===== src/rtl/pdsc_pkg.sv =====
`timescale 1ns / 1ps
`default_nettype none

package pdsc_pkg;

	localparam int TARGET_LEN_DEF = 16;
	localparam int LEN_BYTES      = 4;
	localparam int QUEUE_DEPTH    = 4;
	localparam int CFG_IDX_W      = 1;
	localparam int CFG_DATA_W     = 8;

	localparam logic [7:0] KEY_RESET = 8'h5A;

	localparam logic [CFG_IDX_W-1:0] CFG_DECRYPT_ENABLE = 1'b0;
	localparam logic [CFG_IDX_W-1:0] CFG_XOR_KEY        = 1'b1;

	typedef enum logic [1:0] {
		KIND_LEN,
		KIND_TARGET,
		KIND_BODY,
		KIND_LAST
	} pdsc_kind_t;

	typedef enum logic [1:0] {
		ST_OK,
		ST_SHORT,
		ST_MISMATCH,
		ST_CHECKSUM
	} pdsc_status_t;

	// One classified byte on its way from the front to the back.
	typedef struct packed {
		pdsc_kind_t   kind;
		logic [7:0]   data;
		pdsc_status_t status;
		logic         last;
		logic [31:0]  length;
	} pdsc_item_t;

endpackage

`default_nettype wire


===== src/rtl/packet_deframer_sum_checksum_unit.sv =====
// Path: an accepted item is written into the queue, then moved into the output register.
// Throughput: one item per cycle unless the queue is full; the classifying counter and
// the output register each take one item a cycle; a four-entry queue absorbs output stalls.
// Reset: arst_n clears the byte count, length, running sum, queue and output valid,
// and sets decryption on with the key 0x5A.
`timescale 1ns / 1ps
`default_nettype none

module packet_deframer_sum_checksum_unit #(
	parameter int TARGET_LEN = pdsc_pkg::TARGET_LEN_DEF
) (
	input  wire logic                             clk,
	input  wire logic                             arst_n,
	input  wire logic                             cfg_we,
	input  wire logic [pdsc_pkg::CFG_IDX_W-1:0]   cfg_index,
	input  wire logic [pdsc_pkg::CFG_DATA_W-1:0]  cfg_wdata,
	input  wire logic                             s_tvalid,
	output logic                                  s_tready,
	input  wire logic [7:0]                       s_tdata,  // byte_in
	input  wire logic                             s_tlast,  // last_byte
	output logic                                  m_tvalid,
	input  wire logic                             m_tready,
	output logic [47:0]                           m_tdata,  // data_out, status, body_length
	output logic                                  m_tlast,  // frame_end
	output logic [1:0]                            m_tuser   // kind
);
	import pdsc_pkg::*;

	pdsc_item_t front_item;
	pdsc_item_t queue_item;
	logic       accept;
	logic       full;
	logic       not_empty;
	logic       pop;

	assign s_tready = !full;
	assign accept   = s_tvalid && s_tready;

	pdsc_front #(
		.TARGET_LEN(TARGET_LEN)
	) u_front (
		.clk      (clk),
		.arst_n   (arst_n),
		.accept   (accept),
		.byte_in  (s_tdata),
		.last_byte(s_tlast),
		.item     (front_item)
	);

	pdsc_queue u_queue (
		.clk      (clk),
		.arst_n   (arst_n),
		.push     (accept),
		.push_item(front_item),
		.full     (full),
		.pop      (pop),
		.pop_item (queue_item),
		.not_empty(not_empty)
	);

	pdsc_back #(
		.TARGET_LEN(TARGET_LEN)
	) u_back (
		.clk       (clk),
		.arst_n    (arst_n),
		.cfg_we    (cfg_we),
		.cfg_index (cfg_index),
		.cfg_wdata (cfg_wdata),
		.item      (queue_item),
		.item_valid(not_empty),
		.item_pop  (pop),
		.m_tvalid  (m_tvalid),
		.m_tready  (m_tready),
		.m_tdata   (m_tdata),
		.m_tlast   (m_tlast),
		.m_tuser   (m_tuser)
	);

endmodule

`default_nettype wire


===== src/rtl/pdsc_front.sv =====
`timescale 1ns / 1ps
`default_nettype none

module pdsc_front #(
	parameter int TARGET_LEN = pdsc_pkg::TARGET_LEN_DEF
) (
	input  wire logic             clk,
	input  wire logic             arst_n,
	input  wire logic             accept,
	input  wire logic [7:0]       byte_in,
	input  wire logic             last_byte,
	output pdsc_pkg::pdsc_item_t  item
);
	import pdsc_pkg::*;

	localparam logic [31:0] LEN_END = 32'(LEN_BYTES);
	localparam logic [31:0] HDR_LEN = 32'(LEN_BYTES + TARGET_LEN);

	logic [31:0] count_q;
	logic [31:0] length_q;
	logic [7:0]  sum_q;
	logic        saturated;
	logic [31:0] total;

	assign saturated = (count_q == 32'hFFFF_FFFF);
	assign total     = count_q + 32'd1;

	always_comb begin
		item.data   = byte_in;
		item.last   = last_byte;
		item.length = length_q;
		item.status = ST_OK;
		if (last_byte) begin
			item.kind = KIND_LAST;
			if (!saturated && (count_q < HDR_LEN)) begin
				item.status = ST_SHORT;
			end else if (saturated || (length_q != total)) begin
				item.status = ST_MISMATCH;
			end else if (sum_q != byte_in) begin
				item.status = ST_CHECKSUM;
			end
		end else if (count_q < LEN_END) begin
			item.kind = KIND_LEN;
		end else if (count_q < HDR_LEN) begin
			item.kind = KIND_TARGET;
		end else begin
			item.kind = KIND_BODY;
		end
	end

	always_ff @(posedge clk or negedge arst_n) begin
		if (!arst_n) begin
			count_q  <= '0;
			length_q <= '0;
			sum_q    <= '0;
		end else if (accept) begin
			if (last_byte) begin
				count_q <= '0;
				sum_q   <= '0;
			end else begin
				sum_q <= sum_q + byte_in;
				if (!saturated) begin
					count_q <= total;
				end
				if (count_q < LEN_END) begin
					length_q <= {length_q[23:0], byte_in};
				end
			end
		end
	end

endmodule

`default_nettype wire


===== src/rtl/pdsc_queue.sv =====
`timescale 1ns / 1ps
`default_nettype none

module pdsc_queue (
	input  wire logic             clk,
	input  wire logic             arst_n,
	input  wire logic             push,
	input  pdsc_pkg::pdsc_item_t  push_item,
	output logic                  full,
	input  wire logic             pop,
	output pdsc_pkg::pdsc_item_t  pop_item,
	output logic                  not_empty
);
	import pdsc_pkg::*;

	localparam int PTR_W = $clog2(QUEUE_DEPTH);

	pdsc_item_t         entry_q [QUEUE_DEPTH];
	logic [PTR_W-1:0]   wr_ptr_q;
	logic [PTR_W-1:0]   rd_ptr_q;
	logic [PTR_W:0]     fill_q;

	assign full      = (fill_q == (PTR_W+1)'(QUEUE_DEPTH));
	assign not_empty = (fill_q != '0);
	assign pop_item  = entry_q[rd_ptr_q];

	always_ff @(posedge clk) begin
		if (push) begin
			entry_q[wr_ptr_q] <= push_item;
		end
	end

	always_ff @(posedge clk or negedge arst_n) begin
		if (!arst_n) begin
			wr_ptr_q <= '0;
			rd_ptr_q <= '0;
			fill_q   <= '0;
		end else begin
			if (push) begin
				wr_ptr_q <= (wr_ptr_q == PTR_W'(QUEUE_DEPTH - 1)) ? '0 : wr_ptr_q + 1'b1;
			end
			if (pop) begin
				rd_ptr_q <= (rd_ptr_q == PTR_W'(QUEUE_DEPTH - 1)) ? '0 : rd_ptr_q + 1'b1;
			end
			if (push && !pop) begin
				fill_q <= fill_q + 1'b1;
			end else if (pop && !push) begin
				fill_q <= fill_q - 1'b1;
			end
		end
	end

endmodule

`default_nettype wire


===== src/rtl/pdsc_back.sv =====
`timescale 1ns / 1ps
`default_nettype none

module pdsc_back #(
	parameter int TARGET_LEN = pdsc_pkg::TARGET_LEN_DEF
) (
	input  wire logic                             clk,
	input  wire logic                             arst_n,
	input  wire logic                             cfg_we,
	input  wire logic [pdsc_pkg::CFG_IDX_W-1:0]   cfg_index,
	input  wire logic [pdsc_pkg::CFG_DATA_W-1:0]  cfg_wdata,
	input  pdsc_pkg::pdsc_item_t                  item,
	input  wire logic                             item_valid,
	output logic                                  item_pop,
	output logic                                  m_tvalid,
	input  wire logic                             m_tready,
	output logic [47:0]                           m_tdata,
	output logic                                  m_tlast,
	output logic [1:0]                            m_tuser
);
	import pdsc_pkg::*;

	localparam logic [31:0] MIN_FRAME = 32'(LEN_BYTES + TARGET_LEN + 1);

	logic        decrypt_q;
	logic [7:0]  key_q;
	logic        valid_q;
	logic [7:0]  data_q;
	logic [1:0]  status_q;
	logic [31:0] payload_len_q;
	logic        last_q;
	logic [1:0]  kind_q;
	logic [7:0]  data_d;
	logic [31:0] payload_len_d;

	assign item_pop = item_valid && (!valid_q || m_tready);

	always_comb begin
		data_d = item.data;
		if ((item.kind == KIND_BODY) && decrypt_q) begin
			data_d = item.data ^ key_q;
		end
		payload_len_d = '0;
		if (item.last && (item.status == ST_OK)) begin
			payload_len_d = item.length - MIN_FRAME;
		end
	end

	always_ff @(posedge clk or negedge arst_n) begin
		if (!arst_n) begin
			decrypt_q <= 1'b1;
			key_q     <= KEY_RESET;
			valid_q   <= 1'b0;
		end else begin
			if (cfg_we) begin
				case (cfg_index)
					CFG_DECRYPT_ENABLE: decrypt_q <= cfg_wdata[0];
					CFG_XOR_KEY:        key_q     <= cfg_wdata[7:0];
					default:            ;
				endcase
			end
			if (item_pop) begin
				valid_q <= 1'b1;
			end else if (m_tready) begin
				valid_q <= 1'b0;
			end
		end
	end

	always_ff @(posedge clk) begin
		if (item_pop) begin
			data_q        <= data_d;
			status_q      <= item.status;
			payload_len_q <= payload_len_d;
			last_q        <= item.last;
			kind_q        <= item.kind;
		end
	end

	assign m_tvalid = valid_q;
	assign m_tdata  = {6'd0, payload_len_q, status_q, data_q};
	assign m_tlast  = last_q;
	assign m_tuser  = kind_q;

endmodule

`default_nettype wire


===== config.mk =====
export PLATFORM = sky130hd
export DESIGN_NAME = packet_deframer_sum_checksum_unit
export DESIGN_NICKNAME = d
export VERILOG_FILES = /design/src/rtl/pdsc_pkg.sv /design/src/rtl/packet_deframer_sum_checksum_unit.sv /design/src/rtl/pdsc_front.sv /design/src/rtl/pdsc_queue.sv /design/src/rtl/pdsc_back.sv
export SDC_FILE = /design/constraint.sdc
export NUM_CORES = 1
export LEC_CHECK = 0
export BUFFER_PORTS_ARGS = -buffer_cell sky130_fd_sc_hd__buf_2
export CAP_MARGIN = 0
export CORE_MARGIN = 2
export CORE_UTILIZATION = 37
export DETAILED_ROUTE_END_ITERATION = 10
export GPL_ROUTABILITY_DRIVEN = 0
export HOLD_SLACK_MARGIN = 0.02
export SLEW_MARGIN = 20
export SYNTH_ARGS = -nofsm -noshare
export SYNTH_HDL_FRONTEND = slang
export SYNTH_SLANG_ARGS = --single-unit

===== constraint.sdc =====
create_clock -name clk -period 5.9 [get_ports clk]
set_clock_uncertainty 0.05 [all_clocks]
set_input_delay 0.885 -clock clk [delete_from_list [all_inputs] [get_ports clk]]
set_output_delay 0.885 -clock clk [all_outputs]
set_load 0.05 [all_outputs]

# After elaboration in Yosys (flattened, before gate mapping)
# Memories as Yosys holds them, arrays and structs flattened.
# Cells that the tools add are included.
[classes]
add_sub_neg = 7
order_cmp = 2
eq_ne = 8
mux = 19
bitwise_logic = 3
n_reduce_logical = 22
[ops]
columns = ["cell", "count"]
rows = [
  ["2-to-1 mux 32 bit", 2],
  ["adder 32 x 1 -> 32 bit (second input constant)", 1],
  ["equality test 32 bit (second input constant)", 1],
  ["< comparator 32 x 3 -> 1 bit (second input constant)", 1],
  ["< comparator 32 x 5 -> 1 bit (second input constant)", 1],
  ["inequality test 32 bit", 1],
  ["subtractor 32 x 5 -> 32 bit (second input constant)", 1],
  ["2-to-1 mux 2 bit", 9],
  ["2-to-1 mux 8 bit", 2],
  ["adder 8 bit", 1],
  ["inequality test 8 bit", 1],
  ["bitwise XOR 8 bit", 1],
  ["logical AND 1 bit", 7],
  ["equality test 2 bit (second input constant)", 3],
  ["2-to-1 mux 3 bit", 2],
  ["AND reduction 2 bit", 3],
  ["zero test 1 bit", 5],
  ["adder 2 x 1 -> 2 bit (second input constant)", 2],
  ["2-to-1 mux 1 bit", 4],
  ["nonzero test 2 bit", 2],
  ["adder 3 x 1 -> 3 bit (second input constant)", 1],
  ["equality test 3 bit (second input constant)", 1],
  ["AND reduction 3 bit", 1],
  ["nonzero test 3 bit", 1],
  ["other kinds (5)", 7],
]
[word_totals]
reg_bits = 134
ramBits = 180
in_bits = 23
out_inout_bits = 53
memories = 1
[memory_table]
columns = ["memory", "depth", "width", "read_ports", "rd_ports_with_merged_regs", "wr", "line", "source"]
rows = [
  ["u_queue.entry_q", 4, 45, 1, 0, 1, "pdsc_queue.sv:18", "pdsc_item_t entry_q [QUEUE_DEPTH];"],
]

# Logic depth before layout (Yosys ltp)
# Gate-level depths: netlist of run 1.
[depth]
ltp_word = 7
ltp_mapped = 15
ltp_nobuf = 11

# By module
# From an unflattened synthesis of run 1, not the netlist that was laid out.
[hier_totals]
hier_cells = 1001
hier_area_um2 = 14343.8
[by_module_without_submodules]
columns = ["mod", "n_inst", "cells_each", "area_per_inst_um2", "seq_area_each_um2"]
rows = [
  ["pdsc_queue", 1, 272, 6910.4, 5580.4],
  ["pdsc_front", 1, 487, 4645.7, 1801.7],
  ["pdsc_back", 1, 240, 2777.7, 1607.8],
  ["packet_deframer_sum_checksum_unit", 1, 2, 10.0, 0.0],
]

# Worst setup path after synthesis of run 1
# OpenSTA, ideal clock, no wires.
[synth_timing]
kind = "input-to-reg"
start = "input m_tready"
end = "register u_queue.fill_q[1]"
setup_time_ps = 125
arrival_ps = 4416
slack_ps = 1309
path_stages = 7
path_cell_list = "inv_1 > a21oi_1 > inv_1 > ha_1 > inv_1 > fa_1 > mux2_2"
[synth_via]
elab_chain_len = 5
[synth_lines]
columns = ["item", "line", "source"]
rows = [
  ["from (decl)", "packet_deframer_sum_checksum_unit.sv:22", "input wire logic m_tready,"],
  ["logical OR 1 bit *", "pdsc_back.sv:36", "assign item_pop = item_valid && (!valid_q || m_tready);"],
  ["logical AND 1 bit *", "pdsc_back.sv:36", ""],
  ["via pop", "packet_deframer_sum_checksum_unit.sv:34", "logic pop;"],
  ["zero test 1 bit", "pdsc_queue.sv:45", "if (push && !pop) begin"],
  ["logical AND 1 bit", "pdsc_queue.sv:45", ""],
  ["2-to-1 mux 3 bit or nonzero test 2 bit (tied branches)", "n/a", ""],
  ["to (signal assigned)", "pdsc_queue.sv:46", "fill_q <= fill_q + 1'b1;"],
  ["to (signal assigned)", "pdsc_queue.sv:48", "fill_q <= fill_q - 1'b1;"],
  ["to (decl)", "pdsc_queue.sv:21", "logic [PTR_W:0] fill_q;"],
]
# Mark *: on every way through the listed nets, which the timed path passes. The rest lies on a longest branch.
# A chain may end at the register's enable or synchronous reset.

# Worst setup path after layout of run 1
[layout_timing]
start = "register u_queue.rd_ptr_q[0]"
end = "register u_back.payload_len_q[31] (data pin)"
[layout_via]
elab_chain_len = 3
[layout_lines]
columns = ["item", "line", "source"]
rows = [
  ["from (decl)", "pdsc_queue.sv:20", "logic [PTR_W-1:0] rd_ptr_q;"],
  ["from (signal assigned)", "pdsc_queue.sv:43", "rd_ptr_q <= (rd_ptr_q == PTR_W'(QUEUE_DEPTH - 1)) ? '0 : rd_ptr_q + 1'b1;"],
  ["memory read (4 x 45 bit) *", "n/a", ""],
  ["branches (longest 2 deep; another with subtractor 32 x 5 -> 32 bit)", "n/a", ""],
  ["to (signal assigned)", "pdsc_back.sv:74", "payload_len_q <= payload_len_d;"],
  ["to (decl)", "pdsc_back.sv:30", "logic [31:0] payload_len_q;"],
]
# Every way passes the cells marked *.

==> results.yml, run 1 <==
run_status:
  outcome: "completed"
die:
  start_util_pct: 37.5
  dieArea_um2: 39600
  core_area_um2: 37600
  ios: 76
  row_count: 71
  die_h_um: 199
  die_w_um: 199
cells_and_area:
  post-route-util_pct: 42.7
  layout-drive-gt1-share_pct: 20.6
  fillers: 3387
  nets: 1112
  num_antenna_cells: 0
  area_growth_pct: 14.0
timing:
  clock.fmax_mhz: 241
  drv_slew: 0
  period_share_pct: 70.3
  worstMarginPinSlew_ns: 0.974
  fin_crit_ns: 4.15
  grt_setup_unrepaired: "no"
  slew_headroom_pct: 34.9
  setup_tns_ns: 0
  report.final.setup_viol: 0
  timing_hold_violations_final: 0
clocking:
  hold_buffers: 0
  h-tree-depth: 1
  cts-root-buf: "clkbuf_16"
  numCtsBuffers: 31
  clk-insertion-delay-late_ns: 0.55
  clockBufferDepth: 3
  postCtsSetupBuffers: 0
  cts-resized-gates: 0
  clock-sinks: 314
  cts_tree: "built"
  clk_transition_reported_paths_ns: 0.06
setup_path:
  crit_path_start_kind: "flip-flop"
  worst_ep_required_time_ns: 6.12
  crit_type: "reg -> reg"
  end_kind: "flip-flop"
  cp.arrival_ns: 4.37
  crit_fanout: 20
yosys:
  avgSynthCellArea_um2: 14.1
  synth_edf_count: 225
  synthFlopType: "edfxtp_1"
  yosysSeqAreaShare_pct: 63.8
  synth_area_leaders: "edfxtp_1 (48%), dfrtp_1 (15%), mux4_2 (5.8%)"
  synthTopCellsByCount: "edfxtp_1 (225), dfrtp_1 (84), nor2_1 (72), nand2_1 (69), o21ai_0 (59)"
  yosysTopAreaCell: "edfxtp_1"
  ys_seq_elements: 314
  yosys_warnings: 0
  ys_types: 62
  synthesis.area_um2: 14100
  synth_cells: 1002
  synthDominantCellAreaShare_pct: 48.0
  async_reset_ff_share_pct: 28.3
  yosys.cell_count.top_type: "edfxtp_1"
global_routing:
  grt_antenna_before_repair: 0
  grt_usage_pct: 15.5
  grt_max_degree: 54
  overflow: 0
  grt_pass1_wl_mm: 47.8
  grt_pass1_vias: 8478
route:
  viasPerCell: 5.25
  first_pass_iters: 5
  vias: 8440
  drc: 0
  wire_per_inst_um: 18.6
  drtAntennaViolNets: 0
  wl_mm: 29.8
  first_iter_violations: 597
pwr:
  leakagePower_uw: 0.00576
  power_density_nw_per_um2: 521
  vdd_drop_max_mv: 0.255
worst_hold_path:
  hp-class: "in -> async"
placed_design:
  hpwl_mm: 19.8
  portBuffers: 69
flow_run:
  max_cap_viol_count: 0
[per-stage QoR]
stage	power [µW]	area [µm²]	cells	hold slack [ns]	setup slack [ns]
floorplan	5670	14100	1007	0.393	1.31
global placement	6390	15000	1550	0.408	1.76
detailed placement	6450	15000	1550	0.417	1.67
CTS	8470	16100	1607	0.363	1.66
global route	8840	16100	1607	0.399	1.41
finish	8370	16100	1607	0.345	1.75
[sequential cells by signal, summed over array words and instances (netlist names), 3 cells and up]
name / cells
u_queue.entry_q: 180
u_back.payload_len_q: 32
u_front.count_q: 32
u_front.length_q: 32
u_back.data_q: 8
u_back.key_q: 8
u_front.sum_q: 8
u_queue.fill_q: 3
[final timing paths]
check,start,end,slack [ns],depth (start not counted)
max,u_queue.rd_ptr_q[0]$_DFFE_PN0P_,u_back.payload_len_q[31]$_SDFFCE_PN0P_,1.75,9
min,arst_n,u_queue.fill_q[1]$_DFFE_PN0P_,0.35,1
max reg2reg,u_queue.rd_ptr_q[0]$_DFFE_PN0P_,u_back.payload_len_q[31]$_SDFFCE_PN0P_,1.75,9
min reg2reg,u_front.sum_q[0]$_DFFE_PN0P_,u_front.sum_q[0]$_DFFE_PN0P_,0.43,2
max in group asynchronous,arst_n,u_queue.rd_ptr_q[0]$_DFFE_PN0P_,4.47,2
min in group clk,u_front.sum_q[0]$_DFFE_PN0P_,u_front.sum_q[0]$_DFFE_PN0P_,0.43,2
[placed cells by master (no fill, tap or decap), drive strengths merged, types with 3 or more instances in the layout]
cell	instances
a21o	8
a21oi	26
a22o	4
a31oi	3
and2	6
and3	13
and4	3
buf	84
clkbuf	48
clkinv	7
conb	6
dfrtp	84
dfstp	5
edfxtp	225
ha	15
inv	17
mux2	42
mux4	45
nand2	69
nand2b	9
nand3	19
nand3b	6
nand4	16
nor2	72
nor2b	7
nor3	22
nor4	18
o211ai	4
o21a	5
o21ai	59
o31ai	17
or2	3
or3	13
or4	7
xnor2	57
xor2	26
[critical path: stages, from the launching register on]
cell and delay, ns:
dfrtp_2 0.59, buf_4 0.39, buf_4 0.46, mux4_2 0.60
nor4_1 0.48, nand4_1 0.38, or3_1 0.47, or2_1 0.23
xor2_1 0.16, nor2_1 0.05
[report_power, final]
| group | total, µW | switching [µW] | internal [µW] |
|---|---|---|---|
| Clock | 2010 | 804 | 1210 |
| Sequential | 3670 | 479 | 3190 |
| Combinational | 2680 | 1630 | 1050 |
| Total | 8370 | 2920 | 5450 |
[cells by family after synthesis]
group / after synthesis / share of synthesized area, %
muxes: 87 / 10.8
xor gates and xnor gates: 83 / 5.16
buffers and inverters: 70 / 2.09
and+or+nand+nor: 287 / 10.2
DFF: 314 / 63.8
AOI/OAI and AO/OA: 143 / 6.27
adders and majority gates: 17 / 1.62
other: 1 / 0.0266
[routing by layer]
metal | part of all wire, % | vias up | track usage, %
met4 | 2.0 | 0 | 4.28
met1 | 46 | 4249 | 22.0
met2 | 47 | 219 | 25.2
li1 | - | 3929 | -
met3 | 4.9 | 43 | 1.96
met5 | 0 | - | 0
[layout make-up]
type | instances | area (µm²) | share of cell area (%)
Sequential cell | 314 | 8990 | 56.0
Clock inverter | 9 | 100 | 0.623
Timing Repair Buffer | 84 | 460 | 2.87
Tap cell | 511 | 639 | 3.98
Inverter | 18 | 67.6 | 0.421
Multi-Input combinational cell | 623 | 4830 | 30.1
Clock buffer | 48 | 965 | 6.01
Power figures use the tool's default switching activity.
==> inputs of run 2 (changes only) <==
--- a/config.mk
+++ b/config.mk
@@ -5,6 +5,7 @@
 export SDC_FILE = /design/constraint.sdc
 export NUM_CORES = 1
 export LEC_CHECK = 0
+export ABC_AREA = 1
 export BUFFER_PORTS_ARGS = -buffer_cell sky130_fd_sc_hd__buf_2
 export CAP_MARGIN = 0
 export CORE_MARGIN = 2
==> constraint.sdc (replaced) <==
create_clock -name clk -period 3.6 [get_ports clk]
set_clock_uncertainty 0.05 [all_clocks]
set_input_delay 0.54 -clock clk [delete_from_list [all_inputs] [get_ports clk]]
set_output_delay 0.54 -clock clk [all_outputs]
set_load 0.05 [all_outputs]
==> results.yml, run 2 <==
setup_path:
  crit_start: "u_queue.rd_ptr_q[0]$_DFFE_PN0P_"
  crit_path_start_kind: "flip-flop"
  end_kind: "flip-flop"
  worst-r2r-cell-count: 11
  crit_path_cell_trace: "buf_4 -> buf_4 -> o21ai_1 -> nand2_1 -> nand4_1 -> nor2_1 -> nand3b_1 -> nor2_1 -> nand2_1 -> nand2_1 -> nor2_1"
  worst_ep_required_time_ns: 3.82
  worst-path-stages: 11
  r2r-end: "u_back.payload_len_q[29]$_SDFFCE_PN0P_"
  endpoint: "u_back.payload_len_q[29]$_SDFFCE_PN0P_"
  crit_fanout: 46
  cp.arrival_ns: 3.11
  r2r_start: "u_queue.rd_ptr_q[0]$_DFFE_PN0P_"
  cpLargestDelayFamily: "simple AND/OR/NAND/NOR gates"
  crit_type: "reg -> reg"
  r2r_slack_ns: 0.71
  critPathBufInv: 2
  cpMaxStageDelayCell: "dfrtp_2"
  cpPeakStageDelay_ns: 0.67
yosys:
  synth_area_leaders: "edfxtp_1 (45%), dfrtp_1 (14%), nand2_1 (8.6%)"
  ys_types: 55
  avgSynthCellArea_um2: 9.96
  async_reset_ff_share_pct: 28.3
  yosysTopAreaCell: "edfxtp_1"
  yosysSeqAreaShare_pct: 60.4
  synthesis.area_um2: 14900
  synthTopCellsByCount: "nand2_1 (343), edfxtp_1 (225), nor2_1 (158), inv_1 (140), o21ai_0 (110)"
  yosys.cell_count.top_type: "nand2_1"
  yosys_warnings: 0
  synth_edf_count: 225
  synth_cells: 1496
  synthDominantCellAreaShare_pct: 45.4
  ys_seq_elements: 314
  synthFlopType: "edfxtp_1"
pwr:
  pwr-share-clk_pct: 24.0
  power_density_nw_per_um2: 890
  power.internal_uw: 8930
  seq_power_share_pct: 40.2
  p_switching_uw: 6190
  combPwrFrac_pct: 35.7
  leakagePower_uw: 0.00677
  swShare_pct: 41.0
  vdd_drop_max_mv: 0.323
die:
  row_count: 73
  die_w_um: 205
  die_h_um: 205
  dieArea_um2: 41900
  core_area_um2: 39700
  start_util_pct: 37.5
  ios: 76
timing:
  slew_headroom_pct: 49.9
  grt_setup_unrepaired: "no"
  timing_hold_violations_final: 0
  fin_crit_ns: 2.89
  clock.fmax_mhz: 346
  setup_tns_ns: 0
  period_share_pct: 80.2
  worstMarginPinSlew_ns: 0.752
  report.final.setup_viol: 0
  drv_slew: 0
global_routing:
  overflow: 0
  grt_max_degree: 90
  grt_antenna_before_repair: 0
  grt_pass1_wl_mm: 57.3
  grt_pass1_vias: 10300
  grt_usage_pct: 17.7
cells_and_area:
  layout_common_cells: "nand2_1 (343), edfxtp_1 (225), nor2_1 (154)"
  fillers: 3743
  num_antenna_cells: 0
  largest_register_ff_count: 180
  layout-drive-gt1-share_pct: 14.4
  nets: 1622
  area_growth_pct: 14.0
  regMostFlops: "u_queue.entry_q"
  layout_commonest_cell: "nand2_1"
  regArea_um2: 8990
  multi_input_area_um2: 5070
  final_area_um2: 17000
placed_design:
  portBuffers: 69
  hpwl_mm: 25.3
  place_area_um2: 15800
clocking:
  cts_tree: "built"
  cts-root-buf: "clkbuf_16"
  clk-insertion-delay-late_ns: 0.53
  h-tree-depth: 2
  clockBufferDepth: 3
  clk_transition_reported_paths_ns: 0.06
  numCtsBuffers: 36
  clock-sinks: 314
route:
  first_pass_iters: 6
  wire_per_inst_um: 17.3
  first_iter_violations: 817
  vias: 10900
  drc: 0
  viasPerCell: 5.09
  wl_mm: 36.9
  drtAntennaViolNets: 0
worst_hold_path:
  hp-class: "in -> reg"
run_status:
  outcome: "completed"
flow_run:
  max_cap_viol_count: 0
[run 2: changes by cell type after synthesis, moves of 26 or more]
cell / previous run / this run
a21oi_1: 26 / 58
clkbuf_1: 36 / 10
inv_1: 17 / 140
mux2_2: 42 / 10
mux4_2: 36 / 0
nand2_1: 69 / 343
nand3_1: 19 / 108
nor2_1: 72 / 158
o21ai_0: 59 / 110
o22ai_1: 2 / 31
xnor2_1: 57 / 3
[run 2: how the worst min path moves through the flow]
stage                                      from                            to  slack [ns]  depth (start not counted)
floorplan                                arst_n   u_back.key_q[0]$_DFFE_PN0P_        0.19                          0
global placement    u_back.key_q[6]$_DFFE_PN1P_   u_back.key_q[6]$_DFFE_PN1P_        0.41                          2
detailed placement  u_back.key_q[1]$_DFFE_PN1P_   u_back.key_q[1]$_DFFE_PN1P_        0.42                          2
CTS                                      cfg_we  u_back.decrypt_q$_DFFE_PN1P_        0.14                          2
global route                             cfg_we  u_back.decrypt_q$_DFFE_PN1P_        0.14                          2
finish                                   cfg_we  u_back.decrypt_q$_DFFE_PN1P_        0.16                          2
[run 2: worst register-to-register path, stage by stage, from the launching register on]
cell      delay (ns)
dfrtp_2         0.67
buf_4           0.53
buf_4           0.31
o21ai_1         0.08
nand2_1         0.19
nand4_1         0.19
nor2_1          0.16
nand3b_1        0.12
nor2_1          0.16
nand2_1         0.07
nand2_1         0.06
nor2_1          0.05
[run 2: per-stage QoR]
step	util, %	instances	setup WS [ns]	hold WS [ns]	power [µW]
3_5_place_dp	39.8	2068	0.764	0.421	11600
2_1_floorplan	-	1501	-0.120	0.194	9980
6_report	42.7	2134	0.712	0.161	15100
4_1_cts	42.7	2134	0.770	0.138	15200
3_3_place_gp	39.8	2068	0.818	0.414	11500
5_1_grt	42.7	2134	0.424	0.143	16100
[run 2: area by class of cell]
cell class	instances	area share (%)
repair buffers	93	3.20
clock inverters	19	1.34
multi-input cells	991	29.8
well taps	525	3.87
flip-flops and latches	314	52.9
inverters	146	3.24
clock buffers	46	5.58
[run 2: kinds of logic (layout without fill, tap and decap cells)]
logic type / count (synthesis) / after routing / share of synthesized area (%)
other: 1 / 6 / 0.0252
buffers and inverters: 196 / 304 / 6.06
multiplexers: 10 / 10 / 0.756
AND/OR/NAND/NOR: 699 / 699 / 21.0
flip-flops: 314 / 314 / 60.4
XOR/XNOR: 15 / 15 / 0.882
adder cells (fa/ha/maj): 17 / 17 / 1.53
AO/OA/AOI/OAI: 244 / 244 / 9.38
[run 2: repair_timing]
action | 4_1_cts | 5_1_grt
endpoints found under the hold margin | 1 | 0
setup buffers | 0 | 0
resized for setup | 0 | 0
hold buffers | 1 | 0
[run 2: routing by layer]
metal / vias to the layer above / part of all wire, % / global-route usage (%)
met1: 5237 / 45 / 24.0
met3: 68 / 5.3 / 3.01
met4: 0 / 3.0 / 6.19
li1: 5284 / - / -
met2: 279 / 47 / 28.7
met5: - / 0 / 0
[run 2: power by group through the flow]
stage / registers, µW / clock network (µW) / logic [µW]
2_1_floorplan: 6720 / 0 / 3270
3_3_place_gp: 6140 / 0 / 5340
3_5_place_dp: 6170 / 0 / 5410
4_1_cts: 6100 / 3710 / 5440
5_1_grt: 6210 / 3870 / 5970
6_report: 6080 / 3630 / 5400
